<file path="src/itp_pkg.sv">
`timescale 1ns / 1ps
// Shared types, codes and constants for the infix to postfix converter.
// Depends on nothing; every other file of the block imports it.
package itp_pkg;

   // Operator stack depth and the widths that follow from it.
   localparam int STACK_DEPTH = 16;
   localparam int SP_W        = $clog2(STACK_DEPTH + 1);
   localparam int IDX_W       = $clog2(STACK_DEPTH);

   // Token kinds.
   localparam logic [1:0] KIND_NUM  = 2'd0;
   localparam logic [1:0] KIND_VAR  = 2'd1;
   localparam logic [1:0] KIND_FUNC = 2'd2;
   localparam logic [1:0] KIND_OPER = 2'd3;

   // Operator codes that steer the control flow.
   localparam logic [3:0] OPC_NONE   = 4'd0;
   localparam logic [3:0] OPC_MOD    = 4'd4;
   localparam logic [3:0] OPC_LPAREN = 4'd8;
   localparam logic [3:0] OPC_RPAREN = 4'd9;
   localparam logic [3:0] OPC_COMMA  = 4'd10;

   // Error codes.
   localparam logic [1:0] ERR_NONE     = 2'd0;
   localparam logic [1:0] ERR_PAREN    = 2'd1;
   localparam logic [1:0] ERR_OVERFLOW = 2'd2;

   // One token as it appears on the result side.
   typedef struct packed {
      logic [1:0]  kind;
      logic [3:0]  opc;
      logic [63:0] value;
      logic [7:0]  name;
      logic [3:0]  argc;
   } tok_type;

   // One result word.
   typedef struct packed {
      tok_type    tok;
      logic       eoe;
      logic [1:0] err;
   } rsp_type;

   // One operator stack entry.
   typedef struct packed {
      logic       is_func;
      logic [3:0] opc;
      logic [7:0] name;
      logic [3:0] argc;
   } entry_type;

   // Command classes handed from the front to the back.
   typedef enum logic [2:0] {
      CMD_PASS,
      CMD_PUSH,
      CMD_COMMA,
      CMD_RPAREN,
      CMD_OPER,
      CMD_NOP
   } cls_type;

   typedef struct packed {
      cls_type    cls;
      tok_type    tok;
      entry_type  entry;
      logic [2:0] prec;
      logic       last;
   } cmd_type;

   // Binding strength of the arithmetic operators.
   function automatic logic [2:0] prec_of(input logic [2:0] code);
      logic [2:0] p;
      case (code) inside
         3'd0, 3'd1:       p = 3'd1;
         3'd2, 3'd3, 3'd4: p = 3'd2;
         3'd5, 3'd6:       p = 3'd3;
         default:          p = 3'd4;
      endcase
      return p;
   endfunction

endpackage

</file>
<file path="src/itp_front.sv">
`timescale 1ns / 1ps
// Front end: classifies each incoming token into a command and queues it.
// Depends on itp_pkg.
module itp_front
   import itp_pkg::*;
(
   input  logic        clock,
   input  logic        reset,
   input  logic        push,
   output logic        full,
   input  logic [1:0]  op,
   input  logic [3:0]  operator_code,
   input  logic [63:0] value_bits,
   input  logic [7:0]  name_index,
   input  logic [3:0]  argument_count,
   input  logic        last_token,
   output logic        cmd_valid,
   output cmd_type     cmd,
   input  logic        cmd_take
);

   cmd_type    cls_cmd;
   cmd_type    queue_ff [2];
   logic       wr_ptr_ff, wr_ptr_in;
   logic       rd_ptr_ff, rd_ptr_in;
   logic [1:0] count_ff, count_in;
   logic       wr_en;
   logic       rd_en;

   // Classify the token; fields unused by its kind stay zero but prec.
   always_comb begin
      cls_cmd       = '0;
      cls_cmd.cls   = CMD_NOP;
      cls_cmd.last  = last_token;
      cls_cmd.prec  = prec_of(operator_code[2:0]);
      case (op)
         KIND_NUM: begin
            cls_cmd.cls       = CMD_PASS;
            cls_cmd.tok.kind  = KIND_NUM;
            cls_cmd.tok.value = value_bits;
         end
         KIND_VAR: begin
            cls_cmd.cls      = CMD_PASS;
            cls_cmd.tok.kind = KIND_VAR;
            cls_cmd.tok.name = name_index;
         end
         KIND_FUNC: begin
            cls_cmd.cls           = CMD_PUSH;
            cls_cmd.entry.is_func = 1'b1;
            cls_cmd.entry.name    = name_index;
            cls_cmd.entry.argc    = argument_count;
         end
         default: begin
            case (operator_code)
               OPC_COMMA:  cls_cmd.cls = CMD_COMMA;
               OPC_RPAREN: cls_cmd.cls = CMD_RPAREN;
               OPC_LPAREN: begin
                  cls_cmd.cls       = CMD_PUSH;
                  cls_cmd.entry.opc = OPC_LPAREN;
               end
               default: begin
                  if (operator_code < OPC_LPAREN) begin
                     cls_cmd.cls       = CMD_OPER;
                     cls_cmd.entry.opc = operator_code;
                  end
               end
            endcase
         end
      endcase
   end

   // Two-word command queue between front and back.
   assign full      = (count_ff == 2'd2);
   assign cmd_valid = (count_ff != 2'd0);
   assign cmd       = queue_ff[rd_ptr_ff];
   assign wr_en     = push && !full;
   assign rd_en     = cmd_take && cmd_valid;

   always_comb begin
      wr_ptr_in = wr_ptr_ff ^ wr_en;
      rd_ptr_in = rd_ptr_ff ^ rd_en;
      count_in  = count_ff + {1'b0, wr_en} - {1'b0, rd_en};
   end

   always_ff @(posedge clock) begin
      if (reset) begin
         wr_ptr_ff <= 1'b0;
         rd_ptr_ff <= 1'b0;
         count_ff  <= 2'd0;
      end else begin
         wr_ptr_ff <= wr_ptr_in;
         rd_ptr_ff <= rd_ptr_in;
         count_ff  <= count_in;
      end
   end

   always_ff @(posedge clock) begin
      if (wr_en) begin
         queue_ff[wr_ptr_ff] <= cls_cmd;
      end
   end

endmodule

</file>
<file path="src/itp_rsp_fifo.sv">
`timescale 1ns / 1ps
// Two-word result queue that parts the back end from the receiver.
// Depends on itp_pkg.
module itp_rsp_fifo
   import itp_pkg::*;
(
   input  logic    clock,
   input  logic    reset,
   input  logic    wr,
   input  rsp_type wr_data,
   output logic    wr_full,
   output logic    empty,
   input  logic    pop,
   output rsp_type rd_data
);

   rsp_type    mem_ff [2];
   logic       wr_ptr_ff, wr_ptr_in;
   logic       rd_ptr_ff, rd_ptr_in;
   logic [1:0] count_ff, count_in;
   logic       wr_en;
   logic       rd_en;

   // Occupancy and pointers.
   assign wr_full = (count_ff == 2'd2);
   assign empty   = (count_ff == 2'd0);
   assign rd_data = mem_ff[rd_ptr_ff];
   assign wr_en   = wr && !wr_full;
   assign rd_en   = pop && !empty;

   always_comb begin
      wr_ptr_in = wr_ptr_ff ^ wr_en;
      rd_ptr_in = rd_ptr_ff ^ rd_en;
      count_in  = count_ff + {1'b0, wr_en} - {1'b0, rd_en};
   end

   always_ff @(posedge clock) begin
      if (reset) begin
         wr_ptr_ff <= 1'b0;
         rd_ptr_ff <= 1'b0;
         count_ff  <= 2'd0;
      end else begin
         wr_ptr_ff <= wr_ptr_in;
         rd_ptr_ff <= rd_ptr_in;
         count_ff  <= count_in;
      end
   end

   always_ff @(posedge clock) begin
      if (wr_en) begin
         mem_ff[wr_ptr_ff] <= wr_data;
      end
   end

endmodule

</file>
<file path="src/itp_back.sv">
`timescale 1ns / 1ps
// Back end: runs queued commands against the operator stack, at most one stack
// access and result word per cycle unless stalled. Depends on itp_pkg.
module itp_back
   import itp_pkg::*;
(
   input  logic    clock,
   input  logic    reset,
   input  logic    cmd_valid,
   input  cmd_type cmd,
   output logic    cmd_take,
   output logic    rsp_wr,
   output rsp_type rsp_data,
   input  logic    rsp_full
);

   typedef enum logic [2:0] {
      S_IDLE,
      S_MAIN,
      S_RFUNC,
      S_FLUSH,
      S_END
   } state_type;

   state_type   state_ff, state_in;
   cmd_type     cmd_ff, cmd_in;
   logic [SP_W-1:0] sp_ff, sp_in;
   logic        failed_ff, failed_in;
   logic [1:0]  code_ff, code_in;
   tok_type     hold_ff, hold_in;
   logic        hold_v_ff, hold_v_in;
   entry_type   stack_ff [STACK_DEPTH];

   logic [SP_W-1:0] sp_m1;
   entry_type   top;
   logic        sp_zero;
   logic        sp_full;
   logic        top_lparen;
   tok_type     pop_tok;
   logic        emit;
   tok_type     emit_tok;
   logic        push_req;
   logic        push_en;
   logic        wr_need;
   rsp_type     wr_data;
   logic        stall;
   logic        advance;
   logic        do_pop;
   logic        finish;
   logic [2:0]  top_prec;

   // Top of stack and what popping it would emit.
   assign sp_m1      = sp_ff - SP_W'(1);
   assign top        = stack_ff[sp_m1[IDX_W-1:0]];
   assign sp_zero    = (sp_ff == '0);
   assign sp_full    = (sp_ff == SP_W'(STACK_DEPTH));
   assign top_lparen = !top.is_func && (top.opc == OPC_LPAREN);
   assign top_prec   = prec_of(top.opc[2:0]);

   always_comb begin
      pop_tok = '0;
      if (top.is_func) begin
         pop_tok.kind = KIND_FUNC;
         pop_tok.name = top.name;
         pop_tok.argc = top.argc;
      end else begin
         pop_tok.kind = KIND_OPER;
         pop_tok.opc  = top.opc;
      end
   end

   // Sequencer: decide this cycle's stack action and result word.
   always_comb begin
      state_in  = state_ff;
      cmd_in    = cmd_ff;
      sp_in     = sp_ff;
      failed_in = failed_ff;
      code_in   = code_ff;
      hold_in   = hold_ff;
      hold_v_in = hold_v_ff;
      cmd_take  = 1'b0;
      emit      = 1'b0;
      emit_tok  = '0;
      push_req  = 1'b0;
      wr_need   = 1'b0;
      wr_data   = '0;
      advance   = 1'b0;
      do_pop    = 1'b0;
      finish    = 1'b0;

      case (state_ff)
         S_IDLE: begin
            if (cmd_valid) begin
               cmd_take = 1'b1;
               cmd_in   = cmd;
               state_in = S_MAIN;
            end
         end
         S_MAIN: begin
            if (failed_ff) begin
               advance = 1'b1;
            end else begin
               case (cmd_ff.cls)
                  CMD_PASS: begin
                     emit     = 1'b1;
                     emit_tok = cmd_ff.tok;
                     advance  = 1'b1;
                  end
                  CMD_PUSH: begin
                     push_req = 1'b1;
                     advance  = 1'b1;
                  end
                  CMD_COMMA: begin
                     if (!sp_zero && !top_lparen) begin
                        do_pop = 1'b1;
                     end else begin
                        advance = 1'b1;
                     end
                  end
                  CMD_RPAREN: begin
                     if (sp_zero) begin
                        failed_in = 1'b1;
                        code_in   = ERR_PAREN;
                        advance   = 1'b1;
                     end else if (top_lparen) begin
                        sp_in    = sp_m1;
                        state_in = S_RFUNC;
                     end else begin
                        do_pop = 1'b1;
                     end
                  end
                  CMD_OPER: begin
                     if (!sp_zero && !top.is_func && (top.opc < OPC_LPAREN) &&
                         ((top_prec > cmd_ff.prec) ||
                          ((top_prec == cmd_ff.prec) && (top.opc <= OPC_MOD)))) begin
                        do_pop = 1'b1;
                     end else begin
                        push_req = 1'b1;
                        advance  = 1'b1;
                     end
                  end
                  default: advance = 1'b1;
               endcase
            end
         end
         S_RFUNC: begin
            // A function directly under the matched parenthesis goes out too.
            if (!sp_zero && top.is_func) begin
               emit     = 1'b1;
               emit_tok = pop_tok;
               sp_in    = sp_m1;
            end
            advance = 1'b1;
         end
         S_FLUSH: begin
            if (failed_ff || sp_zero) begin
               state_in = S_END;
            end else if (top_lparen) begin
               failed_in = 1'b1;
               code_in   = ERR_PAREN;
               state_in  = S_END;
            end else begin
               do_pop = 1'b1;
            end
         end
         S_END: begin
            // The held word closes the expression unless an error marker follows.
            wr_need = 1'b1;
            if (hold_v_ff) begin
               wr_data.tok = hold_ff;
               wr_data.eoe = !failed_ff;
               hold_v_in   = 1'b0;
               finish      = !failed_ff;
            end else begin
               wr_data.eoe = 1'b1;
               wr_data.err = code_ff;
               finish      = 1'b1;
            end
         end
         default: state_in = S_IDLE;
      endcase

      if (do_pop) begin
         emit     = 1'b1;
         emit_tok = pop_tok;
         sp_in    = sp_m1;
      end

      if (push_req) begin
         if (sp_full) begin
            failed_in = 1'b1;
            code_in   = ERR_OVERFLOW;
         end else begin
            sp_in = sp_ff + SP_W'(1);
         end
      end

      if (advance) begin
         state_in = cmd_ff.last ? S_FLUSH : S_IDLE;
      end

      if (finish) begin
         sp_in     = '0;
         failed_in = 1'b0;
         code_in   = ERR_NONE;
         hold_v_in = 1'b0;
         state_in  = S_IDLE;
      end

      // Words of a last token pass through the hold register so the final
      // one can be marked; other words go straight to the result queue.
      if (emit) begin
         if (cmd_ff.last) begin
            if (hold_v_ff) begin
               wr_need     = 1'b1;
               wr_data.tok = hold_ff;
            end
            hold_in   = emit_tok;
            hold_v_in = 1'b1;
         end else begin
            wr_need     = 1'b1;
            wr_data.tok = emit_tok;
         end
      end

      stall = wr_need && rsp_full;
      if (stall) begin
         state_in  = state_ff;
         cmd_in    = cmd_ff;
         sp_in     = sp_ff;
         failed_in = failed_ff;
         code_in   = code_ff;
         hold_in   = hold_ff;
         hold_v_in = hold_v_ff;
      end
   end

   assign push_en  = push_req && !sp_full && !stall;
   assign rsp_wr   = wr_need && !stall;
   assign rsp_data = wr_data;

   // Sequencer state and control registers.
   always_ff @(posedge clock) begin
      if (reset) begin
         state_ff  <= S_IDLE;
         sp_ff     <= '0;
         failed_ff <= 1'b0;
         code_ff   <= ERR_NONE;
         hold_v_ff <= 1'b0;
      end else begin
         state_ff  <= state_in;
         sp_ff     <= sp_in;
         failed_ff <= failed_in;
         code_ff   <= code_in;
         hold_v_ff <= hold_v_in;
      end
      cmd_ff  <= cmd_in;
      hold_ff <= hold_in;
   end

   // Operator stack storage.
   always_ff @(posedge clock) begin
      if (push_en) begin
         stack_ff[sp_ff[IDX_W-1:0]] <= cmd_ff.entry;
      end
   end

`ifndef NO_ASSERTIONS
   a_sp_bound: assert property (@(posedge clock) disable iff (reset)
      sp_ff <= SP_W'(STACK_DEPTH))
      else $error("stack pointer beyond stack depth");

   a_no_write_full: assert property (@(posedge clock) disable iff (reset)
      rsp_wr |-> !rsp_full)
      else $error("result written into a full queue");

   a_idle_no_hold: assert property (@(posedge clock) disable iff (reset)
      (state_ff == S_IDLE) |-> !hold_v_ff)
      else $error("held result left over between expressions");

   a_fail_code: assert property (@(posedge clock) disable iff (reset)
      failed_ff |-> (code_ff != ERR_NONE))
      else $error("failure without an error code");

   a_take_idle: assert property (@(posedge clock) disable iff (reset)
      cmd_take |=> (state_ff == S_MAIN))
      else $error("command taken but not started");
`endif

endmodule

</file>
<file path="src/infix_to_postfix_converter.sv">
`timescale 1ns / 1ps
// Infix to postfix converter, top level. Uses itp_pkg, itp_front, itp_back
// and itp_rsp_fifo.
//
// Input side is a queue: drive the token fields with push high; a word is
// taken on a clock edge where full is low. Tokens arrive already classified;
// req_last_token closes an expression and flushes the operator stack.
// Result side is a queue too: while empty is low the oldest postfix token is
// on the rsp_ ports and pop takes it. rsp_end_of_expression marks the final
// word of an expression, and rsp_error_code is nonzero only on the closing
// marker of a failed expression.
// A token is taken from the command queue in the back end's idle state and
// carried out in its main state, which pops one operator or function at a
// time; a right parenthesis then drops its matching left parenthesis and
// moves to a state in which a function below it leaves. A last token then
// flushes the stack one entry at a time and closes the expression, the held
// word going out ahead of an error marker when the expression failed. The
// back end takes a new token only when it is through with the last one; its
// sequencer makes one stack access a cycle while the result queue has room.
// A number or variable that does not end its expression goes from the main
// state straight into the result queue, not through the hold register.
// Synchronous reset empties both queues, the stack and the error state.
// When the receiver stalls, the result queue fills, the back end holds its
// state, then the command queue fills and full rises.
module infix_to_postfix_converter
   import itp_pkg::*;
(
   input  logic        clock,
   input  logic        reset,
   input  logic        push,
   output logic        full,
   input  logic [1:0]  req_op,
   input  logic [3:0]  req_operator_code,
   input  logic [63:0] req_value_bits,
   input  logic [7:0]  req_name_index,
   input  logic [3:0]  req_argument_count,
   input  logic        req_last_token,
   output logic        empty,
   input  logic        pop,
   output logic [1:0]  rsp_out_kind,
   output logic [3:0]  rsp_out_operator,
   output logic [63:0] rsp_out_value_bits,
   output logic [7:0]  rsp_out_name_index,
   output logic [3:0]  rsp_out_argument_count,
   output logic        rsp_end_of_expression,
   output logic [1:0]  rsp_error_code
);

   logic    cmd_valid;
   cmd_type cmd;
   logic    cmd_take;
   logic    rsp_wr;
   rsp_type rsp_wr_data;
   logic    rsp_full;
   rsp_type rsp_head;

   // Front end: classification and command queue.
   itp_front u_front (
      .clock          (clock),
      .reset          (reset),
      .push           (push),
      .full           (full),
      .op             (req_op),
      .operator_code  (req_operator_code),
      .value_bits     (req_value_bits),
      .name_index     (req_name_index),
      .argument_count (req_argument_count),
      .last_token     (req_last_token),
      .cmd_valid      (cmd_valid),
      .cmd            (cmd),
      .cmd_take       (cmd_take)
   );

   // Back end: operator stack sequencer.
   itp_back u_back (
      .clock     (clock),
      .reset     (reset),
      .cmd_valid (cmd_valid),
      .cmd       (cmd),
      .cmd_take  (cmd_take),
      .rsp_wr    (rsp_wr),
      .rsp_data  (rsp_wr_data),
      .rsp_full  (rsp_full)
   );

   // Result queue towards the receiver.
   itp_rsp_fifo u_rsp_fifo (
      .clock   (clock),
      .reset   (reset),
      .wr      (rsp_wr),
      .wr_data (rsp_wr_data),
      .wr_full (rsp_full),
      .empty   (empty),
      .pop     (pop),
      .rd_data (rsp_head)
   );

   // Result word onto the ports.
   assign rsp_out_kind           = rsp_head.tok.kind;
   assign rsp_out_operator       = rsp_head.tok.opc;
   assign rsp_out_value_bits     = rsp_head.tok.value;
   assign rsp_out_name_index     = rsp_head.tok.name;
   assign rsp_out_argument_count = rsp_head.tok.argc;
   assign rsp_end_of_expression  = rsp_head.eoe;
   assign rsp_error_code         = rsp_head.err;

endmodule

</file>
<file path="config.mk">
export PLATFORM = sky130hd
export DESIGN_NAME = infix_to_postfix_converter
export DESIGN_NICKNAME = d
export VERILOG_FILES = /design/src/itp_pkg.sv /design/src/itp_front.sv /design/src/itp_rsp_fifo.sv /design/src/itp_back.sv /design/src/infix_to_postfix_converter.sv
export SDC_FILE = /design/constraint.sdc
export NUM_CORES = 1
export LEC_CHECK = 0
export ABC_AREA = 0
export BUFFER_PORTS_ARGS = -buffer_cell sky130_fd_sc_hd__buf_2
export CAP_MARGIN = 0
export CORE_MARGIN = 3
export CORE_UTILIZATION = 60
export CTS_CLUSTER_SIZE = 20
export DETAILED_ROUTE_END_ITERATION = 7
export GPL_TIMING_DRIVEN = 0
export HOLD_SLACK_MARGIN = 0.15
export PLACE_DENSITY = 0.89
export RECOVER_POWER = 100
export SKIP_LAST_GASP = 1
export SLEW_MARGIN = 20
export SYNTH_ARGS = -nofsm -noshare
export SYNTH_HDL_FRONTEND = slang
export SYNTH_HIERARCHICAL = 1
export SYNTH_SLANG_ARGS = --single-unit
</file>
<file path="constraint.sdc">
create_clock -name clock -period 12.52 [get_ports clock]
set_input_delay 1.252 -clock clock [delete_from_list [all_inputs] [get_ports clock]]
set_output_delay 1.252 -clock clock [all_outputs]
set_load 0.02 [all_outputs]
</file>
== Word level (Yosys, flattened, before mapping) ==
Memory sizes are Yosys's and may differ from the RTL's. A register that Yosys moved wholly into a read port is not among the register bits.
Index checks and enable logic that the tools add are counted.
Widths: inputs -> output; s select.

* Bits in writable memories: 636
* Output and inout port bits: 87
* Memories: 3
* Input bits: 87
* Word-level logic and storage cells: 231
* Flip-flop bits (word level): 112

{| class="wikitable"
|+ Memory list
! memory !! words !! width !! rd ports !! clocked after Yosys merged registers in !! write ports !! RTL line !! RTL
|-
| u_back.stack_ff || 16 || 17 || 1 || 0 || 1 || itp_back.sv:32 || <nowiki>entry_type stack_ff [STACK_DEPTH];</nowiki>
|-
| u_front.queue_ff || 2 || 97 || 1 || 1 || 1 || itp_front.sv:23 || <nowiki>cmd_type queue_ff [2];</nowiki>
|-
| u_rsp_fifo.mem_ff || 2 || 85 || 1 || 1 || 1 || itp_rsp_fifo.sv:17 || <nowiki>rsp_type mem_ff [2];</nowiki>
|}

* Add/sub/neg operators: 6
* $lt $le $gt $ge: 4
* Muxes and demuxes: 110
* Equality and inequality tests: 37
* Reduce and logical (&&, ||, !) cells: 47
* Bitwise gates (word level): 5

{| class="wikitable"
|+ Operators with widths
! kind !! count
|-
| $mux 82 || 8
|-
| $pmux 82 s2 || 1
|-
| $mux 85 || 1
|-
| $mux 64 || 1
|-
| $mux 1 || 46
|-
| $mux 3 || 15
|-
| $mux 5 || 9
|-
| $eq 3x2->1 const B || 8
|-
| $eq 3x3->1 const B || 8
|-
| $mux 12 || 2
|-
| $mux 2 || 10
|-
| $eq 4x4->1 const B || 4
|-
| $logic_and 1x1->1 || 15
|-
| $reduce_or 2->1 || 7
|-
| $eq 3x1->1 const B || 4
|-
| $logic_not 3->1 || 4
|-
| $mux 4 || 3
|-
| $pmux 3 s4 || 1
|-
| $pmux 1 s2 || 5
|-
| $pmux 5 s2 || 1
|-
| $logic_not 1->1 || 9
|-
| $pmux 3 s3 || 1
|-
| $reduce_or 3->1 || 3
|-
| $lt 4x4->1 const B || 2
|-
| other kinds (28) || 41
|}

== Logic depth before layout (Yosys ltp) ==
Gate-level depths: netlist of the first run.
An unclocked memory read counts as a cell.

* Depth in word-level cells: 23
* Depth in mapped cells: 29
* Gate-level depth less buffers: 22

== Hierarchy ==
Netlist of the first run, hierarchy kept.

{| class="wikitable"
|+ By module, submodules not included
! module !! area each (um^2) !! cells an instance !! instances !! sequential area each (um^2)
|-
| itp_back || 19103.3 || 1039 || 1 || 14053.5
|-
| itp_front || 8039.0 || 450 || 1 || 5905.7
|-
| itp_rsp_fifo || 6491.2 || 288 || 1 || 5185.0
|}

== Worst setup path after synthesis of the first run ==
No wires, ideal clock.

* Kind: flip-flop to flip-flop
* Start point: register u_back.state_ff[1]
* End point: register u_back/cmd_ff[0] (netlist name) (enable)
* Setup slack: 3435 ps
* Clock period less this slack: 9085 ps
* Cell stages (with the launch flop): 4
* Library setup time: 723 ps
* Arrival: 8362 ps
* Buffers on the path: 1
* Required time: 11797 ps
* Path through: dfxtp_1 > clkbuf_1 > nor2b_1 > nor3b_1

* Cells in the longest elaborated chain, start to end: 8
* Elaborated cells on any way between the ends: 15
* Those cells by class: eq/ne (4); mux (7); bitwise (1); reduce/logical (3)

{| class="wikitable"
|+ RTL lines
! what !! RTL line !! RTL
|-
| from (decl) || itp_back.sv:25 || <nowiki>state_type state_ff, state_in;</nowiki>
|-
| from (signal assigned) || itp_back.sv:251 || <nowiki>state_ff <= state_in;</nowiki>
|-
| $eq 3x3->1 || itp_back.sv:91 || <nowiki>case (state_ff)</nowiki>
|-
| $mux 1 || itp_back.sv:91 ||
|-
| $mux 1 || itp_back.sv:214 || <nowiki>if (hold_v_ff) begin</nowiki>
|-
| $mux 1 || itp_back.sv:213 || <nowiki>if (cmd_ff.last) begin</nowiki>
|-
| $mux 1 || itp_back.sv:212 || <nowiki>if (emit) begin</nowiki>
|-
| $logic_and 1x1->1 || itp_back.sv:226 || <nowiki>stall = wr_need && rsp_full;</nowiki>
|-
| $not 1->1 (no line) || - ||
|-
| $reduce_and 3->1 (no line) (*) || - ||
|-
| to (signal assigned) || itp_back.sv:257 || <nowiki>cmd_ff <= cmd_in;</nowiki>
|-
| to (decl) || itp_back.sv:26 || <nowiki>cmd_type cmd_ff, cmd_in;</nowiki>
|}

Mark *: on every way between the ends. The rest lies on a longest branch, timed or not.
A chain may end at the register's enable or synchronous reset.

== Worst setup path after layout of the first run ==
* Start point: register u_back.sp_ff[0]
* End point: memory u_back/stack_ff[12][5] (netlist name) (enable)

* Cells in the longest elaborated chain, start to end: 22
* Elaborated cells on any way between the ends: 57
* Those cells by class: add/sub (1); order compare (3); eq/ne (9); mux (21); reduce/logical (22); memory (1)

{| class="wikitable"
|+ RTL lines
! what !! RTL line !! RTL
|-
| from (decl) || itp_back.sv:27 || <nowiki>logic [SP_W-1:0] sp_ff, sp_in;</nowiki>
|-
| from (signal assigned) || itp_back.sv:252 || <nowiki>sp_ff <= sp_in;</nowiki>
|-
| branches (longest 22 deep; another with $mem_v2 16x17) || - ||
|-
| to (decl) || itp_back.sv:32 ||
|}

Parallel ways; which one is timed is not known.

==> results of run 1 <==
-- power groups by stage --
stage / Combinational, mW / Clock [mW] / Sequential [mW]
final: 1.78 / 2.30 / 3.93
after global routing: 1.88 / 2.42 / 3.95
after CTS: 1.89 / 2.33 / 3.90
after detailed placement: 1.84 / 0 / 3.94
after global placement: 1.70 / 0 / 4.00
after floorplan: 1.28 / 0 / 3.89
-- synthesized netlist by cell type (2+ instances only) --
cell type  instances
nor2_1            35
a21oi_1           16
dfxtp_1           20
a31oi_1            7
inv_1             14
and4b_1            8
nand3_1           11
nand4bb_1          2
nor3b_1            7
a32o_1            13
mux2_4            39
buf_12             3
buf_4             13
xnor3_1            2
a21o_1             4
mux2_2           147
mux4_2            69
xnor2_1            5
nor3_1            11
a22o_1            86
a211oi_1           4
or2_2              2
a22oi_1            2
a41oi_1            2
clkbuf_1          28
nand4_1            2
o211ai_1           3
nand2b_1           9
or3_1              4
nand3b_1           2
ha_1              15
and2_1           155
mux2i_2            4
o21a_1             4
o21ai_0           12
buf_1             12
buf_6             14
nand2_1           46
and3_1            13
mux2i_1           33
nor2b_1           14
buf_2             31
edfxtp_1         824
-- sequential cells by signal, summed over array words and instances (netlist names) --
| signal | flops |
|---|---|
| u_back/failed_ff | 1 |
| u_rsp_fifo/count_ff | 2 |
| u_front/queue_ff | 194 |
| u_front/count_ff | 2 |
| u_back/state_ff | 3 |
| u_front/rd_ptr_ff | 1 |
| u_rsp_fifo/rd_ptr_ff | 1 |
| u_front/wr_ptr_ff | 1 |
| u_rsp_fifo/mem_ff | 170 |
| u_back/stack_ff | 272 |
| u_rsp_fifo/wr_ptr_ff | 1 |
| u_back/hold_ff | 82 |
| u_back/code_ff | 2 |
| u_back/sp_ff | 5 |
| u_back/hold_v_ff | 1 |
| u_back/cmd_ff | 106 |
-- cell type report --
cell class | instances | area (sq um) | share of cell area (%)
Timing Repair Buffer | 191 | 935 | 2.48
Inverter | 14 | 52.6 | 0.139
Clock buffer | 97 | 2040 | 5.42
Clock inverter | 45 | 417 | 1.10
Buffer | 102 | 472 | 1.25
Sequential cell | 844 | 25100 | 66.7
Antenna cell | 3 | 7.51 | 0.0199
Multi-Input combinational cell | 825 | 7710 | 20.4
Tap cell | 748 | 936 | 2.48
-- path summary, 6_finish.rpt --
kind / depth (start not counted) / slack (ps) / to
worst max register to register: 24 / 2840 / u_back/stack_ff[12][5]
worst min-delay path: 2 / 480 / u_back/code_ff[1]
worst max-delay path: 24 / 2840 / u_back/stack_ff[12][5]
worst min register to register: 2 / 480 / u_back/code_ff[1]
-- per-layer routing --
metal | up-vias | share of wire, % | GRT usage (%) | wire (um)
met5 | - | 0.0091 | 0 | 7
met4 | 2 | 4.0 | 10.7 | 3120
met3 | 232 | 10 | 5.72 | 7880
met2 | 1184 | 50 | 43.6 | 38400
met1 | 9050 | 36 | 33.7 | 27800
li1 | 7571 | - | - | -
-- stage by stage --
| step | hold WS (ps) | total power, mW | util [%] | std cells |
|---|---|---|---|---|
| final | 481 | 8.01 | 68.2 | 2869 |
| after global routing | 521 | 8.25 | 68.2 | 2869 |
| after CTS | 480 | 8.12 | 69.1 | 2865 |
| after detailed placement | 473 | 5.78 | 64.7 | 2723 |
| after global placement | 460 | 5.70 | 64.1 | 2705 |
| after floorplan | 449 | 5.16 | - | 1785 |
-- worst register-to-register path, cell delays in order, from the launching register on --
cell and delay, ps:
dfxtp_1 410, clkbuf_1 660, clkbuf_1 770, buf_6 300, clkbuf_1 610, inv_1 210
ha_1 340, clkbuf_1 410, clkbuf_1 590, clkbuf_1 640, mux4_2 480, mux2i_1 320
mux2_1 330, nand2_1 100, xnor2_1 150, ha_1 310, nand2b_1 150, a21oi_1 150
nor2b_1 60, o21a_1 220, a31o_1 240, a21oi_1 320, clkbuf_1 330, and3_1 630
clkbuf_1 580
-- cells by family after synthesis --
kind of cell	share of synthesized area (%)
other	0.0111
flip-flops	74.8
adder cells (fa/ha/maj)	0.558
AND/OR/NAND/NOR	5.75
buffers and inverters	2.05
AO/OA/AOI/OAI	3.96
XOR/XNOR	0.387
multiplexers	12.5
==> impl_metrics.ini, run 1 <==
[synth]
synth_largest_area_cell = edfxtp_1
synth_area_leaders = edfxtp_1, mux2_2, mux4_2, and2_1, a22o_1
synth.avg_cell_area_sq_um = 18.9
synth_flop_cell = edfxtp_1
synth_seq_cells = 844
synth_async_sr_flop_share_pct = 0
yosys_warnings = 6
yosysTopAreaCellShare_pct = 73.6
synth-edff-count = 824
synth.cell_area_sq_um = 33600
synth_seq_area_share_pct = 74.8
ys_types = 73
synthCells = 1777

[power]
max-vdd-ir-drop_v = 0.000126
power_per_cell_area_nw_per_um2 = 212
combinationalPowerShare_pct = 22.2
power.share.sequential_pct = 49.0
power.static_leakage_nw = 12.2
clock_power_share_pct = 28.8
internal_power_mw = 5.61
total_switching_power_mw = 2.39
switching_share_pct = 29.9

[drt]
route.final.wire_length_mm = 77.2
route.vias.total = 18000
detail_route.first_pass.iterations = 7
drt-wirelength-per-cell_um = 26.9
remaining_drc_errors = 0
vias_per_cell = 6.29
antenna_left = 0
detail_route.iter0.violations = 1995

[sta]
share_of_the_clock_period_used_by_the_worst_path_pct = 77.3
slew_at_the_pin_closest_to_its_max_slew_limit_ps = 3170
clock-skew-final_ps = 30.6
max_clk_rate_mhz = 103
max-slew-margin-rel_pct = -112
grt_setup_unrepaired = false
worst_slack_ps = 2840
timing.final.max_slew_violations = 211
hold_violations = 0
setup-violations-final = 0
timing.final.crit_period_ps = 9680
setup_tns_ps = 0

[floorplan]
die_area_sq_um = 58900
overall_die_width_um = 243
count_of_pins_on_the_block_boundary = 174
die_h_um = 243
rows = 86
initial_utilization_pct = 60.8
fp.coreArea_sq_um = 55300

[clock_tree]
tritoncts = done
cts.reportedPaths.clkPinSlew_ps = 70
tritoncts_num_sinks = 844
cts_buffers = 78
cts_repair_resize_count = 0
cts_root_buffer = clkbuf_16
cts.hold.buffers_added = 0
level_count_of_the_clock_h_tree = 3
post_cts.repair.setup_buffers = 0
clock_latency_ps = 640
ctsLongestPathBuffers = 3

[place]
place_worst_setup_slack_ps = 5100
dpl_cell_area_sq_um = 35800
global_placement_routability_congestion = 0.912
hpwl_mm = 47.0
numPortBuffers = 172

[cells_and_area]
final_cell_mix = edfxtp_1, and2_0, clkbuf_1
design.final.nets = 2158
num-fill-cells = 3319
final_design_area_no_fill_sq_um = 37700
area_growth_pct = 12.2
layout-drive-gt1-share_pct = 22.0
final_common_cell = edfxtp_1

[critical_path]
path_delay_family = buffers and inverters
most_common_cell_type_on_the_critical_path = clkbuf_1
path_max_fanout = 10
critical_path_class = flop to flop
worst-endpoint-arrival_ps = 9920
timing.critical_path.slowest_stage_cell = clkbuf_1
worst_setup_path_start_kind = flop
cp_num_buf_inv = 10
cp_cell_instances = clkbuf_1 > clkbuf_1 > buf_6 > clkbuf_1 > inv_1 > ha_1 > clkbuf_1 > clkbuf_1 > clkbuf_1 > mux4_2 > mux2i_1 > mux2_1 > nand2_1 > xnor2_1 > ha_1 > nand2b_1 > a21oi_1 > nor2b_1 > o21a_1 > a31o_1 > a21oi_1 > clkbuf_1 > and3_1 > clkbuf_1
critical_path_capture_point_type = flop
required_ps = 12760
cpPeakStageDelay_ps = 760
critical_r2r_launch = u_back/sp_ff[0]
critPathLaunch = u_back/sp_ff[0]

[global_routing]
first_global_vias = 18400
grt_antenna_before_repair = 5
grt_max_degree = 56
grt-ovfl-total = 0
grtUsageTotal_pct = 26.1
global_route_wire_length_before_repair_mm = 115

[status]
violated_checks = capacitance limit, slew limit
status = finished, violations left

[hold_path]
hp-start = u_back/code_ff[1]
min_path_type = flop to flop

[job]
cap_viol_max_count = 5
(Power assumes the default switching activity.)
==> run 2, diff against run 1 <==
Settings changed: ABC_AREA 0 to 1, CORE_UTILIZATION 60 to 55, PLACE_DENSITY 0.89 to 0.87.
Clock period 12.52 ns to 7.9 ns, I/O delays scaled along.
==> run 2 against run 1 <==
Against the previous run: the run ends with DRC, capacitance limit, slew limit left; critical path type unchanged; highest routed layer unchanged; worst setup slack worse by 2100 ps; cell count is 33% higher; synthesized cell count up 47%.
==> impl_metrics.ini, run 2 <==
[status]
status = finished, violations left
violated_checks = DRC, capacitance limit, slew limit

[synth]
synthCells = 2617
synth_largest_area_cell = edfxtp_1
synth_most_common_cell = edfxtp_1
synth_flop_cell = edfxtp_1
synth.avg_cell_area_sq_um = 13.3
synth_area_leaders = edfxtp_1, mux2_2, nand2_1, nand3_1, nor2_1
synth_async_sr_flop_share_pct = 0
synth.cell_area_sq_um = 34800
synth-edff-count = 824
yosysTopAreaCellShare_pct = 71.2
synth.top_cells.by_count = edfxtp_1, nand2_1, nor2_1, inv_1, nand3_1
yosys_warnings = 6
ys_types = 44
synth_seq_cells = 844
synth_seq_area_share_pct = 72.3

[sta]
grt_setup_unrepaired = false
setup-violations-final = 0
timing.final.crit_period_ps = 7150
slew_at_the_pin_closest_to_its_max_slew_limit_ps = 2960
max-slew-margin-rel_pct = -97.2
clock-skew-final_ps = 35.9
share_of_the_clock_period_used_by_the_worst_path_pct = 90.5
timing.final.max_slew_violations = 261
setup_tns_ps = 0
hold_violations = 0
max_clk_rate_mhz = 140

[critical_path]
regToRegEndpoint = u_back/stack_ff[10][4]
critical_path_capture_point_type = flop
worst-endpoint-arrival_ps = 7490
critical_r2r_launch = u_back/sp_ff[0]
path_delay_family = buffers and inverters
most_common_cell_type_on_the_critical_path = nand2_1
timing.critical_path.slowest_stage_cell = nor2_1
worst_setup_path_start_kind = flop
r2r_setup_slack_ps = 750
crit_path_end = u_back/stack_ff[10][4]
critical_path_depth = 32
cp_num_buf_inv = 14
register_to_register_path_depth = 32
critPathLaunch = u_back/sp_ff[0]
critical_path_class = flop to flop
cpPeakStageDelay_ps = 620
path_max_fanout = 11
required_ps = 8240

[clock_tree]
ctsLongestPathBuffers = 3
cts_repair_resize_count = 0
cts_buffers = 80
cts.hold.buffers_added = 0
cts.reportedPaths.clkPinSlew_ps = 60
cts_root_buffer = clkbuf_16
tritoncts = done
post_cts.repair.setup_buffers = 0
clock_latency_ps = 650
level_count_of_the_clock_h_tree = 3
tritoncts_num_sinks = 844

[drt]
detail_route.first_pass.iterations = 8
vias_per_cell = 5.98
route.vias.total = 22800
detail_route.iter0.violations = 3452
remaining_drc_errors = 21
antenna_left = 0
drt-wirelength-per-cell_um = 23.1
route.final.wire_length_mm = 87.9

[cells_and_area]
area_growth_pct = 12.8
final_cell_mix = edfxtp_1, nand2_1, inv_1
area_taken_by_flip_flops_and_latches_sq_um = 25100
diodes = 0
layout-drive-gt1-share_pct = 15.2
design.final.nets = 3007
final_common_cell = edfxtp_1
largest_register_ff_count = 272
multi_input_comb_area_sq_um = 7850
num-fill-cells = 4255

[power]
max-vdd-ir-drop_v = 0.000295
post-layout-total-power_mw = 15.5
power.static_leakage_nw = 14.4
power_per_cell_area_nw_per_um2 = 396

[place]
numPortBuffers = 173
hpwl_mm = 56.6
global_placement_routability_congestion = 0.903

[floorplan]
count_of_pins_on_the_block_boundary = 174
overall_die_width_um = 257
rows = 91
fp.coreArea_sq_um = 62200
die_area_sq_um = 66300
initial_utilization_pct = 55.9
die_h_um = 257

[hold_path]
min_path_type = input port to flop

[global_routing]
grt_max_degree = 54
grt_antenna_before_repair = 1
grtUsageTotal_pct = 26.0
grt-ovfl-total = 0
first_global_vias = 22400
global_route_wire_length_before_repair_mm = 131

[job]
cap_viol_max_count = 7
==> run 2: how the worst min path moves through the flow <==
stage	from	to	slack, ps	depth (start not counted)
floorplan	u_back/code_ff[0]	u_back/code_ff[0]	440	2
global placement	u_back/code_ff[0]	u_back/code_ff[0]	450	2
detailed placement	u_back/code_ff[0]	u_back/code_ff[0]	470	2
CTS	req_last_token	u_front/queue_ff[0][0]	360	1
global route	req_last_token	u_front/queue_ff[0][0]	460	1
finish	reset	u_rsp_fifo/wr_ptr_ff	450	2
==> run 2: metal layers <==
metal	track usage, %	routed length, um	vias up
met1	33.2	30600	10900
li1	-	-	9825
met2	43.4	42400	1725
met3	6.16	11200	282
met4	10.2	3740	2
met5	0	13	-
==> run 2: cells by family after synthesis <==
family          Yosys count  share of synthesized area, %
flops                   844                          72.3
fa+ha+maj                15                         0.540
simple gates            881                          10.7
mux                     182                          6.28
compound gates          312                          5.27
xor+xnor                  3                        0.0756
other cells               1                        0.0108
buf+inv                 379                          4.80
==> run 2: area by class of cell <==
class | instances | area share [%]
clock inverters | 47 | 1.00
well taps | 837 | 2.67
inverters | 241 | 2.33
flip-flops and latches | 844 | 64.1
multi-input cells | 1402 | 20.0
clock buffers | 100 | 5.43
repair buffers | 198 | 2.81
plain buffers | 138 | 1.63
==> run 2: power by group <==
part	total [mW]	internal, mW	switching [mW]
clock network	3.71	2.07	1.65
registers	6.41	6.00	0.410
logic	5.41	1.52	3.88
total	15.5	9.59	5.94
==> run 2: stage by stage <==
step	hold slack, ps	instance area, sq um	setup WS, ps	utilization, %	instances
floorplan	444	34800	1570	-	2625
global placement	451	36700	-486	59.0	3635
detailed placement	466	37300	1590	60.0	3660
CTS	363	39800	1420	64.0	3807
global route	459	39200	547	63.1	3807
finish	451	39200	747	63.1	3807
==> run 2: worst register-to-register path: cells and delay by family, from the launching register on <==
kind / cells / cell delay [ps]
buf+inv: 14 / 3180
simple gates: 13 / 2300
fa+ha+maj: 2 / 610
compound gates: 3 / 410
flops: 1 / 350
